===== src/atc_pkg.sv =====
// Shared types, codes and constants of the accelerometer tilt calibration unit.
package atc_pkg;

  // operation codes
  localparam logic [1:0] OPC_START   = 2'd0;
  localparam logic [1:0] OPC_SAMPLE  = 2'd1;
  localparam logic [1:0] OPC_FINISH  = 2'd2;
  localparam logic [1:0] OPC_MEASURE = 2'd3;

  // result status codes
  localparam logic [1:0] ST_OK       = 2'd0;
  localparam logic [1:0] ST_REJECTED = 2'd1;
  localparam logic [1:0] ST_UNCAL    = 2'd2;
  localparam logic [1:0] ST_IGNORED  = 2'd3;

  // register reset values
  localparam logic [14:0] GAIN_LOW_RESET  = 15'd200;
  localparam logic [14:0] GAIN_HIGH_RESET = 15'd320;
  localparam logic [14:0] GAIN_RESET      = 15'd255;

  // sequencing
  localparam int STEP_W     = 5;
  localparam int PROD_STEPS = 7;
  localparam int SQ_STEPS   = 3;
  localparam int ROOT_STEPS = 31;

  // angles in centidegrees, Q16
  localparam logic signed [32:0] HALF_Q16    = 33'sd1179648000;
  localparam logic signed [32:0] QUARTER_Q16 = 33'sd589824000;

  typedef enum logic [3:0] {
    DP_NONE,
    DP_ACCEPT,
    DP_PROD,
    DP_MAX,
    DP_NORM,
    DP_SQ,
    DP_ROOT,
    DP_CINIT,
    DP_CITER,
    DP_CDONE,
    DP_EMIT
  } dp_op_t;

  typedef struct packed {
    dp_op_t              op;
    logic                pitch_sel;
    logic [STEP_W-1:0]   step;
  } dp_cmd_t;

  typedef struct packed {
    logic measure_req;
    logic norm_done;
    logic out_free;
  } dp_stat_t;

  // arctangent of 2^-i in centidegrees Q16, rounded to nearest
  function automatic logic [28:0] atan_q16(input logic [STEP_W-1:0] i);
    logic [28:0] r;
    case (i)
      5'd0:  r = 29'd294912000;
      5'd1:  r = 29'd174096719;
      5'd2:  r = 29'd91987925;
      5'd3:  r = 29'd46694507;
      5'd4:  r = 29'd23437865;
      5'd5:  r = 29'd11730358;
      5'd6:  r = 29'd5866610;
      5'd7:  r = 29'd2933484;
      5'd8:  r = 29'd1466764;
      5'd9:  r = 29'd733385;
      5'd10: r = 29'd366693;
      5'd11: r = 29'd183346;
      5'd12: r = 29'd91673;
      5'd13: r = 29'd45837;
      5'd14: r = 29'd22918;
      5'd15: r = 29'd11459;
      5'd16: r = 29'd5730;
      5'd17: r = 29'd2865;
      5'd18: r = 29'd1432;
      5'd19: r = 29'd716;
      5'd20: r = 29'd358;
      5'd21: r = 29'd179;
      5'd22: r = 29'd90;
      5'd23: r = 29'd45;
      default: r = '0;
    endcase
    return r;
  endfunction

endpackage


===== src/atc_ctrl.sv =====
// Controller state machine sequencing the tilt datapath.
module atc_ctrl #(
  parameter int CORDIC_STEPS = 16
) (
  input  logic              clk,
  input  logic              rst_n,
  input  logic              in_valid,
  output logic              in_ready,
  input  atc_pkg::dp_stat_t stat,
  output atc_pkg::dp_cmd_t  cmd
);

  typedef enum logic [9:0] {
    S_IDLE  = 10'b0000000001,
    S_PROD  = 10'b0000000010,
    S_MAX   = 10'b0000000100,
    S_NORM  = 10'b0000001000,
    S_SQ    = 10'b0000010000,
    S_ROOT  = 10'b0000100000,
    S_CINIT = 10'b0001000000,
    S_CITER = 10'b0010000000,
    S_CDONE = 10'b0100000000,
    S_EMIT  = 10'b1000000000
  } state_t;

  localparam logic [atc_pkg::STEP_W-1:0] PROD_LAST = atc_pkg::STEP_W'(atc_pkg::PROD_STEPS - 1);
  localparam logic [atc_pkg::STEP_W-1:0] SQ_LAST   = atc_pkg::STEP_W'(atc_pkg::SQ_STEPS - 1);
  localparam logic [atc_pkg::STEP_W-1:0] ROOT_LAST = atc_pkg::STEP_W'(atc_pkg::ROOT_STEPS - 1);
  localparam logic [atc_pkg::STEP_W-1:0] CORD_LAST = atc_pkg::STEP_W'(CORDIC_STEPS - 1);

  state_t                      state_r, state_nxt;
  logic [atc_pkg::STEP_W-1:0]  step_r, step_nxt;
  logic                        pitch_r, pitch_nxt;

  always_ff @(posedge clk) begin
    if (!rst_n) begin
      state_r <= S_IDLE;
      step_r  <= '0;
      pitch_r <= 1'b0;
    end else begin
      state_r <= state_nxt;
      step_r  <= step_nxt;
      pitch_r <= pitch_nxt;
    end
  end

  always_comb begin
    state_nxt     = state_r;
    step_nxt      = step_r;
    pitch_nxt     = pitch_r;
    in_ready      = 1'b0;
    cmd.op        = atc_pkg::DP_NONE;
    cmd.step      = step_r;
    cmd.pitch_sel = pitch_r;
    case (state_r)
      S_IDLE: begin
        // no transfer while reset is held
        in_ready = rst_n;
        if (in_valid && rst_n) begin
          cmd.op    = atc_pkg::DP_ACCEPT;
          step_nxt  = '0;
          pitch_nxt = 1'b0;
          state_nxt = stat.measure_req ? S_PROD : S_EMIT;
        end
      end
      S_PROD: begin
        cmd.op = atc_pkg::DP_PROD;
        if (step_r == PROD_LAST) begin
          step_nxt  = '0;
          state_nxt = S_MAX;
        end else begin
          step_nxt = step_r + 1'b1;
        end
      end
      S_MAX: begin
        cmd.op    = atc_pkg::DP_MAX;
        state_nxt = S_NORM;
      end
      S_NORM: begin
        if (stat.norm_done) begin
          step_nxt  = '0;
          state_nxt = S_SQ;
        end else begin
          cmd.op = atc_pkg::DP_NORM;
        end
      end
      S_SQ: begin
        cmd.op = atc_pkg::DP_SQ;
        if (step_r == SQ_LAST) begin
          step_nxt  = '0;
          state_nxt = S_ROOT;
        end else begin
          step_nxt = step_r + 1'b1;
        end
      end
      S_ROOT: begin
        cmd.op = atc_pkg::DP_ROOT;
        if (step_r == ROOT_LAST) begin
          step_nxt  = '0;
          state_nxt = S_CINIT;
        end else begin
          step_nxt = step_r + 1'b1;
        end
      end
      S_CINIT: begin
        cmd.op    = atc_pkg::DP_CINIT;
        step_nxt  = '0;
        state_nxt = S_CITER;
      end
      S_CITER: begin
        cmd.op = atc_pkg::DP_CITER;
        if (step_r == CORD_LAST) begin
          step_nxt  = '0;
          state_nxt = S_CDONE;
        end else begin
          step_nxt = step_r + 1'b1;
        end
      end
      S_CDONE: begin
        cmd.op = atc_pkg::DP_CDONE;
        if (pitch_r) begin
          state_nxt = S_EMIT;
        end else begin
          pitch_nxt = 1'b1;
          state_nxt = S_CINIT;
        end
      end
      S_EMIT: begin
        if (stat.out_free) begin
          cmd.op    = atc_pkg::DP_EMIT;
          state_nxt = S_IDLE;
        end
      end
      default: state_nxt = S_IDLE;
    endcase
  end

endmodule


===== config.mk =====
export PLATFORM = sky130hd
export DESIGN_NAME = atc_ctrl
export DESIGN_NICKNAME = d
export VERILOG_FILES = /design/src/atc_pkg.sv /design/src/atc_ctrl.sv
export SDC_FILE = /design/constraint.sdc
export NUM_CORES = 1
export LEC_CHECK = 0
export ABC_AREA = 1
export BUFFER_PORTS_ARGS = -buffer_cell sky130_fd_sc_hd__buf_2
export CORE_AREA = 2 2 62 64
export DETAILED_ROUTE_END_ITERATION = 10
export DIE_AREA = 0 0 64 66
export GPL_TIMING_DRIVEN = 0
export MAX_ROUTING_LAYER = met4
export PLACE_DENSITY_LB_ADDON = 0.2
export SETUP_SLACK_MARGIN = 0.3
export SLEW_MARGIN = 20
export SYNTH_ARGS = -nofsm -noshare
export SYNTH_HDL_FRONTEND = slang
export SYNTH_SLANG_ARGS = --single-unit

===== constraint.sdc =====
create_clock -name clk -period 1.5 [get_ports clk]
set_clock_uncertainty 0.2 [all_clocks]
set_input_delay 0.3 -clock clk [delete_from_list [all_inputs] [get_ports clk]]
set_output_delay 0.3 -clock clk [all_outputs]
set_load 0.01 [all_outputs]

Word level (Yosys, flattened, before mapping):

Cells that the tools add are included.

* memory bits (read-only): 0
* memories kept: 0
* bits in registers: 16
* word-level logic and storage cells: 55
* latch bits: 0
* input bits: 6
* RAM bits: 0

* bitwise gates (word level): 0
* muxes and demuxes: 24
* shifts and indexed selects: 0
* $mul: 0
* reductions and logical operators: 6
* equal/unequal tests: 21
* divide/modulo/power cells: 0
* $add $sub $neg: 1
* magnitude comparators: 0

Operators with widths (number)
* $pmux 10 s10: 1
* $mux 10: 9
* $pmux 4 s10: 1
* $pmux 5 s7: 1
* $mux 5: 6
* $ne 2x2->1 const B: 7
* $eq 10x1->1 const B: 1
* $eq 10x10->1 const B: 1
* $eq 10x2->1 const B: 1
* $eq 10x3->1 const B: 1
* $eq 10x4->1 const B: 1
* $eq 10x5->1 const B: 1
* $eq 10x6->1 const B: 1
* $eq 10x7->1 const B: 1
* $eq 10x8->1 const B: 1
* $eq 10x9->1 const B: 1
* $reduce_and 7->1: 1
* $reduce_bool 7->1: 1
* $add 5x1->5 const B: 1
* $eq 5x2->1 const B: 1
* $eq 5x3->1 const B: 1
* $eq 5x4->1 const B: 1
* $eq 5x5->1 const B: 1
* $mux 4: 1
* other kinds (7): 9

Logic depth before layout (Yosys ltp):

* depth in word-level cells: 3
* mapped depth: 13

Worst setup path before layout:

Ideal clock, no wire load.

* kind: reg-to-output
* start: register state_r[6]
* end: output cmd[6] (netlist name)
* required time: 1.000 ns
* path slack: -0.308 ns
* stages on the path, launching flop included: 8
* data arrival time: 1.308 ns
* buffers on the path: 0
* path through: dfxtp_1 -> nor2_1 -> nand2_2 -> nor2_2 -> nand2_2 -> nor2_1 -> nand2_1 -> nand4_1

RTL lines
* from (decl): line atc_ctrl.sv:31 `state_t state_r, state_nxt;`
* from (signal assigned): line atc_ctrl.sv:41 `state_r <= state_nxt;`
* to (decl): line atc_ctrl.sv:10 `output atc_pkg::dp_cmd_t cmd`

==> impl_results.rst <==
.. list-table::
   :header-rows: 1

   * - Metric
     - Value
   * - Least setup slack across all paths after layout
     - -0.5820 ns
   * - Type of the worst min-delay path
     - primary input to flop
   * - Maximum number of pins on one net before global-route repair
     - 10
   * - Cell row count
     - 22
   * - Count of placed standard cells including taps
     - 257
   * - Portion of the clock cycle consumed by the worst path in the final layout
     - 138.8%
   * - Later-pin clock latency in the skew report
     - 0.30 ns
   * - Post-cts hold buffer count
     - 0
   * - Number of primary I/O pins
     - 17
   * - WL final
     - 3837 µm
   * - Count of H-tree levels built during CTS
     - 1
   * - Final routed DRC violation total
     - 0
   * - Remaining max-slew budget at the tightest pin
     - 72.23%
   * - Synthesized net count
     - 203
   * - Sequential fraction of the synthesis area
     - 26.45%
   * - Share of post-route cells with drive strength above 1
     - 57.83%
   * - Height of the chip
     - 66 µm
   * - Total Nets Final
     - 260
   * - Count of TritonRoute iterations in the first routing pass
     - 4
   * - Root buffer selected by CTS
     - sky130_fd_sc_hd__clkbuf_4
   * - Slew Viols, Final
     - 0
   * - Netlist area before placement
     - 0.001211 mm²
   * - Instance area after placement
     - 0.001431 mm²
   * - Clock period minus worst slack
     - 2.082 ns
   * - Leakage power summed over all cells
     - 0.9811 nW
   * - Pre-CTS setup slack
     - -0.3838 ns
   * - Area added between synthesis and finish
     - 65.70%
   * - Dpl hpwl
     - 2456 µm
   * - Maximum buffer depth of the clock tree
     - 2
   * - Required time of the critical path
     - 1.00 ns
   * - Share of the core filled with cells in the final layout
     - 56.52%
   * - Vias
     - 1410
   * - Kind of end point of the critical path
     - output port
   * - Vias per std cell
     - 4.747
   * - # diodes
     - 0
   * - Count of antenna-violating nets left after detailed routing
     - 0
   * - Worst EP arrival
     - 1.58 ns
   * - Total core area
     - 0.003551 mm²
   * - Vias in the first global route
     - 1348
   * - Wire length of the first global-routing pass
     - 6134 µm
   * - Total Routing Usage GR
     - 19.09%
   * - CTS tree
     - built
   * - Wire length per cell after detailed routing
     - 12.92 µm
   * - Input/output buffers
     - 16
   * - Number of antenna violations at the first check in global routing
     - 0
   * - Failing checks
     - setup timing
   * - Number of storage elements in the synthesis netlist
     - 16
   * - Initial core utilization
     - 34.11%
   * - Maximum vdd drop
     - 0.7165 mV
   * - Final setup violation count
     - 21
   * - Post-Synthesis Mean Instance Area
     - 6.275 µm²
   * - Final Instance Count excl. Fillers
     - 297
   * - Run status
     - complete, but fails checks
   * - Reg clk slew, reported paths
     - 0.11 ns
   * - Fmax
     - 0.4803 GHz
   * - Placer Congestion
     - 0.7895
   * - Count of distinct cell types in the synthesized netlist
     - 27
   * - Die area
     - 0.004224 mm²
   * - Synthesized netlist cell count
     - 193
   * - Die W
     - 64 µm
   * - Startpoint types
     - flop
   * - Unrepaired setup endpoints after global routing
     - yes
   * - Final hold violation count
     - 0
   * - Largest driver fanout on the critical path
     - 5
   * - Warnings, synthesis
     - 0
   * - Number of maximum-capacitance constraint violations
     - 0
   * - Actual transition at the worst max-transition pin
     - 0.4150 ns
   * - Crit Path Category
     - flop to output port
   * - Total power per unit cell area
     - 1094 mW/mm²
   * - Total gr overflow
     - 0
   * - Number of buffers created by CTS
     - 3
   * - Layout Cell Area excl Fill
     - 0.002007 mm²
   * - Initial DRC Count
     - 57
   * - Post-route worst hold slack
     - 0.05619 ns
   * - CTS Sinks
     - 16
==> per-stage QoR <==
stage,total power [mW],setup TNS [ns]
6_report,2.195,-8.683
2_1_floorplan,1.248,-1.514
3_3_place_gp,1.435,-5.367
4_1_cts,2.020,-6.298
3_5_place_dp,1.438,-5.483
5_1_grt,2.316,-10.79
==> cells in the mapped netlist, drive strengths merged <==
master / count / area (µm²)
a21oi: 8 / 40.04
buf: 1 / 7.510
clkinv: 3 / 12.51
dfxtp: 16 / 320.3
ha: 4 / 50.05
inv: 27 / 101.4
nand2: 63 / 276.5
nand3: 16 / 90.09
nand3b: 1 / 7.510
nand4: 6 / 43.79
nor2: 36 / 182.7
nor3: 4 / 20.02
nor3b: 1 / 7.510
o2111ai: 1 / 8.760
o21ai: 1 / 5.000
o21bai: 1 / 7.510
o22ai: 1 / 6.260
or2: 1 / 6.260
xor2: 2 / 17.52
==> worst max-delay path: stages, from the launching register on <==
cell and delay (ns):
sky130_fd_sc_hd__dfxtp_4 0.38, sky130_fd_sc_hd__nor2_4 0.18, sky130_fd_sc_hd__buf_4 0.15, sky130_fd_sc_hd__nand2_4 0.05, sky130_fd_sc_hd__nor2_4 0.17, sky130_fd_sc_hd__nand2_4 0.10
sky130_fd_sc_hd__o2111ai_2 0.09, sky130_fd_sc_hd__buf_2 0.16
==> path summary, 6_finish.rpt <==
path | start | slack [ns] | to | depth (start not counted)
max reg2reg | state_r[3] | -0.43 | state_r[5] | 13
max | state_r[3] | -0.58 | cmd[7] | 7
min | stat[2] | 0.06 | state_r[1] | 3
min reg2reg | state_r[7] | 0.28 | state_r[7] | 2
==> cell families (layout without fill, tap and decap cells) <==
logic type	Yosys count	after routing	share of synthesized area, %
XOR/XNOR	2	2	1.447
buffers and inverters	31	87	10.02
AND/OR/NAND/NOR	128	128	52.38
adder cells (fa/ha/maj)	4	4	4.132
AO/OA/AOI/OAI	12	12	5.579
flip-flops	16	16	26.45
==> area by class of cell <==
class	count	area, µm²
Fill cell	320	1544
Clock buffer	4	26.28
Tap cell	48	60.06
Inverter	30	117.6
Sequential cell	16	362.8
Buffer	1	11.26
Multi-Input combinational cell	146	1026
Timing Repair Buffer	52	402.9
==> power breakdown <==
part / leakage (nW) / switching (mW) / internal, mW / total (mW)
clock: 0.0150 / 0.165 / 0.104 / 0.269
combinational: 0.827 / 0.802 / 0.593 / 1.40
sequential: 0.139 / 0.0572 / 0.473 / 0.531
==> sequential cells by signal, indices dropped and copies added (netlist names) <==
name	count
state_r	10
step_r	5
pitch_r	1
==> timing repair <==
action                                  4_1_cts  5_1_grt
pin swaps                                    19       21
resized for setup                            59       24
endpoints found under the setup margin       27       27
setup buffers                                24       12
==> layout by cell type, fill, tap and decap left out <==
cell                        instances
sky130_fd_sc_hd__clkinv_1           2
sky130_fd_sc_hd__o21bai_1           1
sky130_fd_sc_hd__nand4_1            5
sky130_fd_sc_hd__inv_1             16
sky130_fd_sc_hd__nor2_4            13
sky130_fd_sc_hd__inv_2             10
sky130_fd_sc_hd__buf_4             32
sky130_fd_sc_hd__dfxtp_2            7
sky130_fd_sc_hd__nand3b_1           1
sky130_fd_sc_hd__nor3_1             4
sky130_fd_sc_hd__nor2_2             5
sky130_fd_sc_hd__nand3_2            6
sky130_fd_sc_hd__a21oi_1            5
sky130_fd_sc_hd__buf_2             10
sky130_fd_sc_hd__o2111ai_2          1
sky130_fd_sc_hd__clkbuf_4           3
sky130_fd_sc_hd__a21oi_2            3
sky130_fd_sc_hd__nor2_1            18
sky130_fd_sc_hd__nand3_1            8
sky130_fd_sc_hd__nand3_4            2
sky130_fd_sc_hd__buf_6             11
sky130_fd_sc_hd__nand4_4            1
sky130_fd_sc_hd__nand2_4           12
sky130_fd_sc_hd__or2_0              1
sky130_fd_sc_hd__ha_1               1
sky130_fd_sc_hd__nand2_2           12
sky130_fd_sc_hd__ha_4               2
sky130_fd_sc_hd__o21ai_2            1
sky130_fd_sc_hd__o22ai_1            1
sky130_fd_sc_hd__clkbuf_1           1
sky130_fd_sc_hd__nor3b_4            1
sky130_fd_sc_hd__nand2_1           39
sky130_fd_sc_hd__dfxtp_4            9
sky130_fd_sc_hd__xor2_1             2
sky130_fd_sc_hd__ha_2               1
sky130_fd_sc_hd__inv_4              2
==> metal layers <==
metal | global-route usage, % | wire, µm | vias to the layer above
li1 | - | - | 719
met1 | 23.24 | 1716 | 665
met5 | - | 0 | -
met3 | 1.533 | 71 | 5
met4 | 6.250 | 50 | 0
met2 | 33.46 | 1998 | 21
Note: power is estimated with default switching activity, not from simulation.
